==> config.mk <==
export PLATFORM = sky130hd
export DESIGN_NAME = hte_recip
export DESIGN_NICKNAME = d
export VERILOG_FILES = /design/src/rtl/core/hte_pkg.sv /design/src/rtl/core/hte_recip.sv
export SDC_FILE = /design/constraint.sdc
export NUM_CORES = 1
export LEC_CHECK = 0
export BUFFER_PORTS_ARGS = -buffer_cell sky130_fd_sc_hd__buf_2
export CORE_MARGIN = 10
export CORE_UTILIZATION = 63
export CTS_BUF_LIST = sky130_fd_sc_hd__clkbuf_4 sky130_fd_sc_hd__clkbuf_8
export CTS_CLUSTER_DIAMETER = 40
export DETAILED_ROUTE_END_ITERATION = 7
export GPL_TIMING_DRIVEN = 0
export PLACE_DENSITY_LB_ADDON = 0.08
export SKIP_CTS_REPAIR_TIMING = 1
export SYNTH_ARGS = -nofsm -noshare
export SYNTH_HDL_FRONTEND = slang
export SYNTH_SLANG_ARGS = --single-unit
==> constraint.sdc <==
create_clock -name clk -period 6.1 [get_ports clk]
set_clock_uncertainty 0.05 [all_clocks]
set_input_delay 0.61 -clock clk [delete_from_list [all_inputs] [get_ports clk]]
set_output_delay 0.61 -clock clk [all_outputs]
set_load 0.03 [all_outputs]
==> src/rtl/core/hte_pkg.sv <==
`timescale 1ns / 1ps
package hte_pkg;

  localparam int FracBits = 16;
  localparam int WordWidth = 32;
  localparam int AccWidth = 72;

  typedef logic signed [WordWidth-1:0] word_t;
  typedef logic signed [AccWidth-1:0] acc_t;

  typedef enum logic [3:0] {
    REQ_CLEAR     = 4'd0,
    REQ_IDENTITY  = 4'd1,
    REQ_SET       = 4'd2,
    REQ_GET       = 4'd3,
    REQ_TRANSLATE = 4'd4,
    REQ_SCALE     = 4'd5,
    REQ_ROTX      = 4'd6,
    REQ_ROTY      = 4'd7,
    REQ_ROTZ      = 4'd8,
    REQ_SHEAR2D   = 4'd9,
    REQ_SHEARZ    = 4'd10,
    REQ_PERSP     = 4'd11,
    REQ_TRANSFORM = 4'd12,
    REQ_TRANSPOSE = 4'd13
  } req_t;

  typedef enum logic [2:0] {
    ST_IDLE,
    ST_RECIP,
    ST_MAC,
    ST_ROUND,
    ST_COPY,
    ST_DONE
  } state_t;

  localparam word_t WordMax = {1'b0, {(WordWidth-1){1'b1}}};
  localparam word_t WordMin = {1'b1, {(WordWidth-1){1'b0}}};
  localparam word_t OneValue = word_t'(64'sd1 <<< FracBits);

endpackage

==> src/rtl/core/hte_recip.sv <==
`timescale 1ns / 1ps
module hte_recip (
  input  logic                 clk,
  input  logic                 rst,
  input  logic                 start,
  input  hte_pkg::word_t       d,
  output logic                 busy,
  output logic                 done,
  output hte_pkg::word_t       result,
  output logic                 sat
);

  localparam int NumW = 2 * hte_pkg::FracBits + 2;
  localparam int CntW = $clog2(NumW + 1);

  logic [NumW-1:0] num;
  logic [NumW-1:0] quo;
  logic [NumW:0] rem;
  logic [hte_pkg::WordWidth-1:0] mag;
  logic neg;
  logic [CntW-1:0] cnt;
  logic [NumW:0] rem_shift;
  logic [NumW+1:0] q_round;
  logic [NumW+1:0] signed_q;
  logic over;

  assign rem_shift = {rem[NumW-1:0], num[NumW-1]};

  always_ff @(posedge clk) begin
    if (rst) begin
      busy <= 1'b0;
      done <= 1'b0;
    end else begin
      done <= 1'b0;
      if (start) begin
        busy <= 1'b1;
        cnt <= CntW'(NumW);
        mag <= d[hte_pkg::WordWidth-1] ? -d : d;
        neg <= d[hte_pkg::WordWidth-1];
        num <= NumW'(1) << (2 * hte_pkg::FracBits + 1);
        rem <= '0;
        quo <= '0;
      end else if (busy) begin
        num <= num << 1;
        if (rem_shift >= {{(NumW+1-hte_pkg::WordWidth){1'b0}}, mag}) begin
          rem <= rem_shift - {{(NumW+1-hte_pkg::WordWidth){1'b0}}, mag};
          quo <= {quo[NumW-2:0], 1'b1};
        end else begin
          rem <= rem_shift;
          quo <= {quo[NumW-2:0], 1'b0};
        end
        cnt <= cnt - 1'b1;
        if (cnt == CntW'(1)) begin
          busy <= 1'b0;
          done <= 1'b1;
        end
      end
    end
  end

  // quotient carries one extra bit for rounding half away from zero
  always_comb begin
    q_round = {2'b00, quo} + (NumW+2)'(1);
    q_round = q_round >> 1;
    signed_q = neg ? -q_round : q_round;
    over = 1'b0;
    result = signed_q[hte_pkg::WordWidth-1:0];
    if (!neg && q_round > (NumW+2)'(hte_pkg::WordMax)) begin
      over = 1'b1;
      result = hte_pkg::WordMax;
    end else if (neg && q_round > (NumW+2)'({1'b1, {(hte_pkg::WordWidth-1){1'b0}}})) begin
      over = 1'b1;
      result = hte_pkg::WordMin;
    end
    if (mag == '0) begin
      over = 1'b1;
      result = hte_pkg::WordMax;
    end
    sat = over;
  end

endmodule

; Yosys cells after proc, flatten, opt, wreduce, memory -nomap -nowiden
; Cells that the tools add are included.
[totals]
regBits = 110
input_bits = 35
out_inout_bits = 35
word_cells = 46
[classes]
addsub = 5
magnitude_cmp = 3
n_eq_ne = 1
mux = 18
n_bitwise = 2
reduce_logical = 8
[op_table]
columns = op, count
row1 = $mux W34, 4
row2 = $mux W32, 4
row3 = $neg A32 Y32, 2
row4 = $add A34 B1 Y35 const B, 1
row5 = $ge A35 B32 Y1, 1
row6 = $gt A34 B31 Y1 const B, 1
row7 = $gt A34 B32 Y1 const B, 1
row8 = $sub A34 B32 Y34, 1
row9 = $logic_not A32 Y1, 1
row10 = $mux W31, 1
row11 = $mux W1, 8
row12 = $eq A6 B1 Y1 const B, 1
row13 = $mux W6, 1
row14 = $sub A6 B1 Y6 const B, 1
row15 = $reduce_and A2 Y1, 2
row16 = $reduce_or A3 Y1, 1
row17 = $logic_and A1 B1 Y1, 2
row18 = $not A1 Y1, 2
row19 = $reduce_bool A2 Y1, 1
row20 = $logic_not A1 Y1, 1

; Depth between registers and ports, before layout
; Gate-level depths: netlist of the first run.
[logic_depth]
word_depth = 6
depth_mapped = 14
depth_no_buf = 12

; Least setup slack after synthesis of the first run
; No wires, ideal clock.
[synth_timing]
path_kind = input-to-reg
start = input start
end = register cnt[0] (enable)
setup_time_ps = 509
t_arrival_ps = 4082
t_required_ps = 5541
slack_ps = 1459
stages = 3
cell_sequence = clkbuf_1 nor2_1 nor2_1
[synth_between]
elab_chain_cells = 2
[synth_rtl]
columns = item, line
row1 = "start, declared", hte_recip.sv:5  ; input logic start,
row2 = $reduce_bool A2 Y1 (no line), --
row3 = $reduce_and A2 Y1 (no line), --
row4 = "end signal, assigned", hte_recip.sv:37  ; cnt <= CntW'(NumW);
row5 = "end signal, assigned", hte_recip.sv:52  ; cnt <= cnt - 1'b1;
row6 = "end, declared", hte_recip.sv:21  ; logic [CntW-1:0] cnt;
; No other way between the ends.
; A chain may end at the register's enable or synchronous reset.

; Worst setup path in the final report of the first run
[layout_timing]
start = register quo[1]
end = output result[10]
[layout_between]
elab_chain_cells = 6
elab_cells_between_ends = 10
cone_classes = add/sub: 2 / order compare: 2 / mux: 4 / reduce/logical: 2
[layout_rtl]
columns = item, line
row1 = "start, declared", hte_recip.sv:17  ; logic [NumW-1:0] quo;
row2 = "start signal, assigned", hte_recip.sv:47  ; quo <= {quo[NumW-2:0], 1'b1};
row3 = "start signal, assigned", hte_recip.sv:50  ; quo <= {quo[NumW-2:0], 1'b0};
row4 = $add A34 B1 Y35 *, hte_recip.sv:63  ; q_round = {2'b00, quo} + (NumW+2)'(1);
row5 = $neg A32 Y32 or $gt A34 B32 Y1 (tied branches), "hte_recip.sv:65, hte_recip.sv:71"
row6 = $mux W32 or $logic_and A1 B1 Y1 (tied branches), "hte_recip.sv:65, hte_recip.sv:71"
row7 = $mux W32, hte_recip.sv:71  ; end else if (neg && q_round > (NumW+2)'({1'b1, {(hte_pkg::WordWidth-1){1'b0}}})) begin
row8 = $mux W32 *, hte_recip.sv:68  ; if (!neg && q_round > (NumW+2)'(hte_pkg::WordMax)) begin
row9 = $mux W32 *, hte_recip.sv:75  ; if (mag == '0) begin
row10 = "end, declared", hte_recip.sv:9  ; output hte_pkg::word_t result,
; Mark *: on every way between the ends. The rest lies on a longest branch, timed or not.

==> results.yml, run 1 <==
place:
  placed_cells: 1311
  dp_slack_ns: 1.379
  portBuffers: 69
  dp_hpwl_mm: 18.21
  gp_congestion: 0.9508
min_path:
  hp-class: "in -> reg"
  hold-path-cell-count: 1
sta:
  period_share_pct: 85.56
  slew_headroom_pct: 21.60
  tightest_slew_ns: 1.176
  grt_setup_unrepaired: "no"
  max_freq_mhz: 191.6
  setup_viol: 0
  period_minus_slack_ns: 5.219
  fin_ws_ns: 0.8811
  hold_viol: 0
  hold_ws_ns: 0.4341
  slew_violations: 0
final_layout:
  diodes: 0
  synthToLayoutAreaGrowth_pct: 9.546
  final_cells: 1327
  drive_gt1_share_pct: 13.04
  postLayoutCoreUtil_pct: 70.41
  fin_nets: 1212
setup_path:
  crit_chain: "ha_1 > buf_2 > nand4_1 > nor4_1 > mux2_2 > o211ai_1 > nor4_4 > a41oi_4 > clkbuf_1 > o21ai_0 > nand2_1 > o211ai_1 > buf_2"
  critical_path_class: "reg -> out"
  r2r_cells: 11
  path_buf_inv: 3
  arrival_ns: 4.56
  critPathSlowestCell: "nor4_1"
  worstSetupStartpointType: "register"
  worstPathRequired_ns: 5.44
  critPathMaxFanout: 10
  max_stage_delay_ns: 0.56
  endpoint_kind: "output pin"
  cp.depth: 13
  crit_family: "simple AND/OR/NAND/NOR gates"
power_and_ir_drop:
  power_density_nw_per_um2: 220.4
  leakage_nw: 3.851
  ir_drop_v: 0.0001390
floorplanning:
  core_um2: 14480
  die_y_um: 141.5
  ios: 70
  die_area_um2: 20030
  die-width_um: 141.5
  num_rows: 44
  initial_utilization_pct: 64.28
route:
  wl_per_cell_um: 17.62
  first_pass_iters: 6
  vias_per_cell: 6.165
  drt_iter0_drc: 768
  num_vias: 8181
  ant_nets: 0
  drcViolationCount: 0
  finalWirelength_mm: 23.38
synth:
  ys_warn_count: 0
  netlist_area_um2: 9306
  ys.flop_type: "edfxtp_1"
  yosysUniqueCellTypes: 80
  syn_inst: 1055
  async_reset_ff_share_pct: 0
  synth_nets: 1129
  synth-seq-cells: 110
  ys_seq_area_share_pct: 35.28
  synth_edf_count: 108
  avgSynthCellArea_um2: 8.821
global_routing:
  grt_usage_pct: 22.94
  antenna_found_initial: 0
  grt_pass1_wl_mm: 38.37
  globalRouteOverflowTotal: 0
  grt_pass1_vias: 7807
  grt_max_degree: 33
cts:
  cts_tree: "yes"
  clkTransAtPathRegs_ns: 0.11
  cts_buffers: 9
  clock_sinks: 110
  htree_levels: 3
  cts_root_buf: "clkbuf_8"
  ctsLongestPathBuffers: 2
  clock_latency_ns: 0.39
status:
  status: "finished clean"
flow_run:
  cap_violations: 0
## cells in the mapped netlist, drive strengths merged, types with 25 or more instances
cell | instances | area share (%)
nor2 | 104 | 4.2
inv | 54 | 2.2
edfxtp | 108 | 35
nor4 | 25 | 2.2
o21ai | 48 | 2.6
nor2b | 35 | 2.4
clkbuf | 40 | 1.6
nor3 | 27 | 1.6
xnor2 | 70 | 6.6
nand2 | 97 | 3.9
a21oi | 43 | 2.3
ha | 38 | 5.1
nand3 | 47 | 2.6
## per-layer routing
metal | global-route usage [%] | vias to the layer above | routed length [um]
li1 | - | 4059 | -
met1 | 28.16 | 3819 | 10160
met2 | 40.63 | 270 | 11530
met3 | 3.571 | 33 | 1304
met4 | 6.294 | 0 | 386
met5 | 0 | - | 0
## final timing paths
path | to | slack [ns] | startpoint
min | mag[0] | 0.43 | d[0]
max reg2reg | rem[19] | 1.65 | rem[1]
max | result[10] | 0.88 | quo[1]
min reg2reg | done | 0.46 | busy
## power by group
| part | total [W] | switching [W] | internal [W] |
|---|---|---|---|
| Sequential | 0.000959 | 0.0000430 | 0.000916 |
| Combinational | 0.000751 | 0.000460 | 0.000291 |
| Clock | 0.000537 | 0.000256 | 0.000281 |
| Total | 0.00225 | 0.000759 | 0.00149 |
## flip-flops by register name, indices dropped and copies added, names as in the netlist
name and cells:
quo 34, rem 34, mag 32, cnt 6
busy 1, done 1, neg 1, num 1
## layout make-up
type | instances | area, um^2
Buffer | 62 | 282.8
Clock inverter | 6 | 116.4
Clock buffer | 10 | 131.4
Fill cell | 1184 | 4284
Sequential cell | 110 | 3283
Timing Repair Buffer | 72 | 400.4
Inverter | 54 | 202.7
Tap cell | 184 | 230.2
Multi-Input combinational cell | 829 | 5548
## cells by family (layout without fill, tap and decap cells)
group / after synthesis / count (layout) / synth area share, %
xor gates and xnor gates: 88 / 88 / 8.282
and+or+nand+nor: 433 / 433 / 24.19
adders and majority gates: 39 / 39 / 5.324
buffers and inverters: 116 / 204 / 5.216
AOI/OAI and AO/OA: 242 / 242 / 18.69
DFF: 110 / 110 / 35.28
muxes: 27 / 27 / 3.025
## through the flow
step / power, W / TNS, ns / cell area [um^2]
global route: 0.002370 / 0 / 10190
global placement: 0.001700 / -29.17 / 9882
detailed placement: 0.001715 / 0 / 9947
finish: 0.002247 / 0 / 10190
floorplan: 0.001527 / 0 / 9306
CTS: 0.002250 / 0 / 10190
## cell usage in the layout, fill, tap and decap left out, types with 25 or more instances in the layout
master | synthesis | routed
edfxtp_1 | 108 | 108
nor2_1 | 103 | 101
nand2_1 | 97 | 97
buf_2 | 10 | 79
xnor2_1 | 70 | 70
inv_1 | 54 | 54
nand3_1 | 46 | 46
o21ai_0 | 44 | 44
a21oi_1 | 43 | 43
clkbuf_1 | 40 | 40
ha_1 | 38 | 38
nor2b_1 | 35 | 35
nor3_1 | 25 | 25
Note: power is estimated with default switching activity, not from simulation.
==> run 2, diff against run 1 <==
- BUFFER_PORTS_ARGS: -buffer_cell sky130_fd_sc_hd__buf_2 -> -buffer_cell sky130_fd_sc_hd__clkbuf_2
- RECOVER_POWER: unset -> 50
- SKIP_CTS_REPAIR_TIMING: 1 -> unset
==> results.yml, run 2 (synthesis gave the netlist of run 1 again) <==
cts:
  clock_sinks: 110
  post_cts_buffers: 0
  ctsHoldBuffers: 0
  htree_levels: 3
  cts_buffers: 9
  ctsLongestPathBuffers: 2
  cts_resized: 0
  cts_root_buf: "clkbuf_8"
  clock_latency_ns: 0.39
  clkTransAtPathRegs_ns: 0.11
  cts_tree: "yes"
floorplanning:
  num_rows: 44
  die_y_um: 141.5
  die-width_um: 141.5
  core_um2: 14480
  initial_utilization_pct: 64.28
  ios: 70
  die_area_um2: 20030
sta:
  slew_violations: 27
  max_freq_mhz: 188.9
  tightest_slew_ns: 1.604
  hold_viol: 0
  period_minus_slack_ns: 5.293
  period_share_pct: 86.77
  grt_setup_unrepaired: "no"
  tns_ns: 0
  slew_headroom_pct: -6.965
  setup_viol: 0
setup_path:
  timing.rr.end: "rem[19]"
  r2r_cells: 12
  reg2reg_from: "rem[19]"
  endpoint_kind: "output pin"
  rrSetupSlack_ns: 1.68
  worstSetupStartpointType: "register"
  worstPathRequired_ns: 5.44
  cp-endpoint: "result[24]"
  arrival_ns: 4.63
  critical_path_class: "reg -> out"
  startpoint: "quo[1]"
  critPathMaxFanout: 10
global_routing:
  grt_pass1_vias: 7919
  grt_usage_pct: 22.84
  globalRouteOverflowTotal: 0
  grt_pass1_wl_mm: 38.38
  grt_max_degree: 35
  antenna_found_initial: 0
place:
  placed_cell_area_um2: 9947
  dp_hpwl_mm: 18.17
  portBuffers: 69
  gp_congestion: 0.9550
final_layout:
  fill_cells: 1225
  final_common_cell: "edfxtp_1"
  diodes: 0
  layout_common_cells: "108 x edfxtp_1, 103 x nor2_1, 97 x nand2_1"
  fin_nets: 1212
  design_area_um2: 10110
  synthToLayoutAreaGrowth_pct: 8.605
  multi_input_area_um2: 5538
  postLayoutCoreUtil_pct: 69.81
  drive_gt1_share_pct: 12.16
  regArea_um2: 3283
  reg_top3: "quo x34, rem x34, mag x32"
route:
  ant_nets: 0
  num_vias: 8188
  drt_iter0_drc: 731
  first_pass_iters: 6
  wl_per_cell_um: 17.47
  vias_per_cell: 6.170
  finalWirelength_mm: 23.18
  drcViolationCount: 0
power_and_ir_drop:
  ir_drop_v: 0.0001690
  power_density_nw_per_um2: 213.7
  leakage_nw: 3.808
status:
  violations: "capacitance limit, slew limit"
  status: "finished with violations"
min_path:
  hp-class: "in -> reg"
flow_run:
  cap_violations: 1
[run 2: cell types whose count changed in the layout (fill, tap and decap cells not counted), moves of 2 or more]
cell	change
buf_2	-69
bufinv_16	-2
clkbuf_1	+8
clkbuf_2	+63
clkinvlp_4	+2
nor2_1	+2
[run 2: worst min-delay path by stage]
stage	from	to	depth (start not counted)
detailed placement	busy	done	1
floorplan	rem[1]	rem[2]	2
CTS	d[0]	mag[0]	1
global route	rst	busy	2
global placement	busy	done	1
finish	rst	busy	2
[run 2: through the flow]
| step | setup slack [ns] | instances | total power [W] | hold slack (ns) |
|---|---|---|---|---|
| final | 0.8070 | 1327 | 0.002160 | 0.4150 |
| after global routing | 0.4889 | 1327 | 0.002285 | 0.4118 |
| after CTS | 0.8708 | 1327 | 0.002168 | 0.4108 |
| after detailed placement | 1.313 | 1311 | 0.001715 | 0.4457 |
| after global placement | -0.3758 | 1308 | 0.001702 | 0.4420 |
| after floorplan | 1.459 | 1055 | 0.001527 | 0.5161 |
[run 2: power by group]
part           internal [W]  switching [W]  total (W)
Combinational      0.000287       0.000459   0.000746
Sequential         0.000916      0.0000426   0.000959
Clock              0.000203       0.000252   0.000455
[run 2: worst max-delay path: stages, from the launching register on]
cell and delay, ns:
edfxtp_1 0.54, ha_1 0.26, buf_2 0.23, nand4_1 0.43, nor4_1 0.56, mux2_2 0.42
o211ai_1 0.33, nor4_4 0.11, a41oi_4 0.36, clkbuf_1 0.43, o21ai_0 0.14, nand2_1 0.10
o211ai_1 0.09, clkbuf_2 0.22
[run 2: layout make-up]
type                       instances  share of cell area (%)
inverter                          54                   2.005
clock inverter                     6                  0.6685
buffer                            62                   2.798
sequential                       110                   32.48
multi-input combinational        829                   54.79
tap                              184                   2.278
timing repair buffer              72                   3.615
clock buffer                      10                   1.362
[run 2: metal layers]
layer  GRT usage, %  wire [um]
met5              0          0
met4          8.499        520
met3          3.505       1266
met2          39.12      11190
met1          28.33      10200
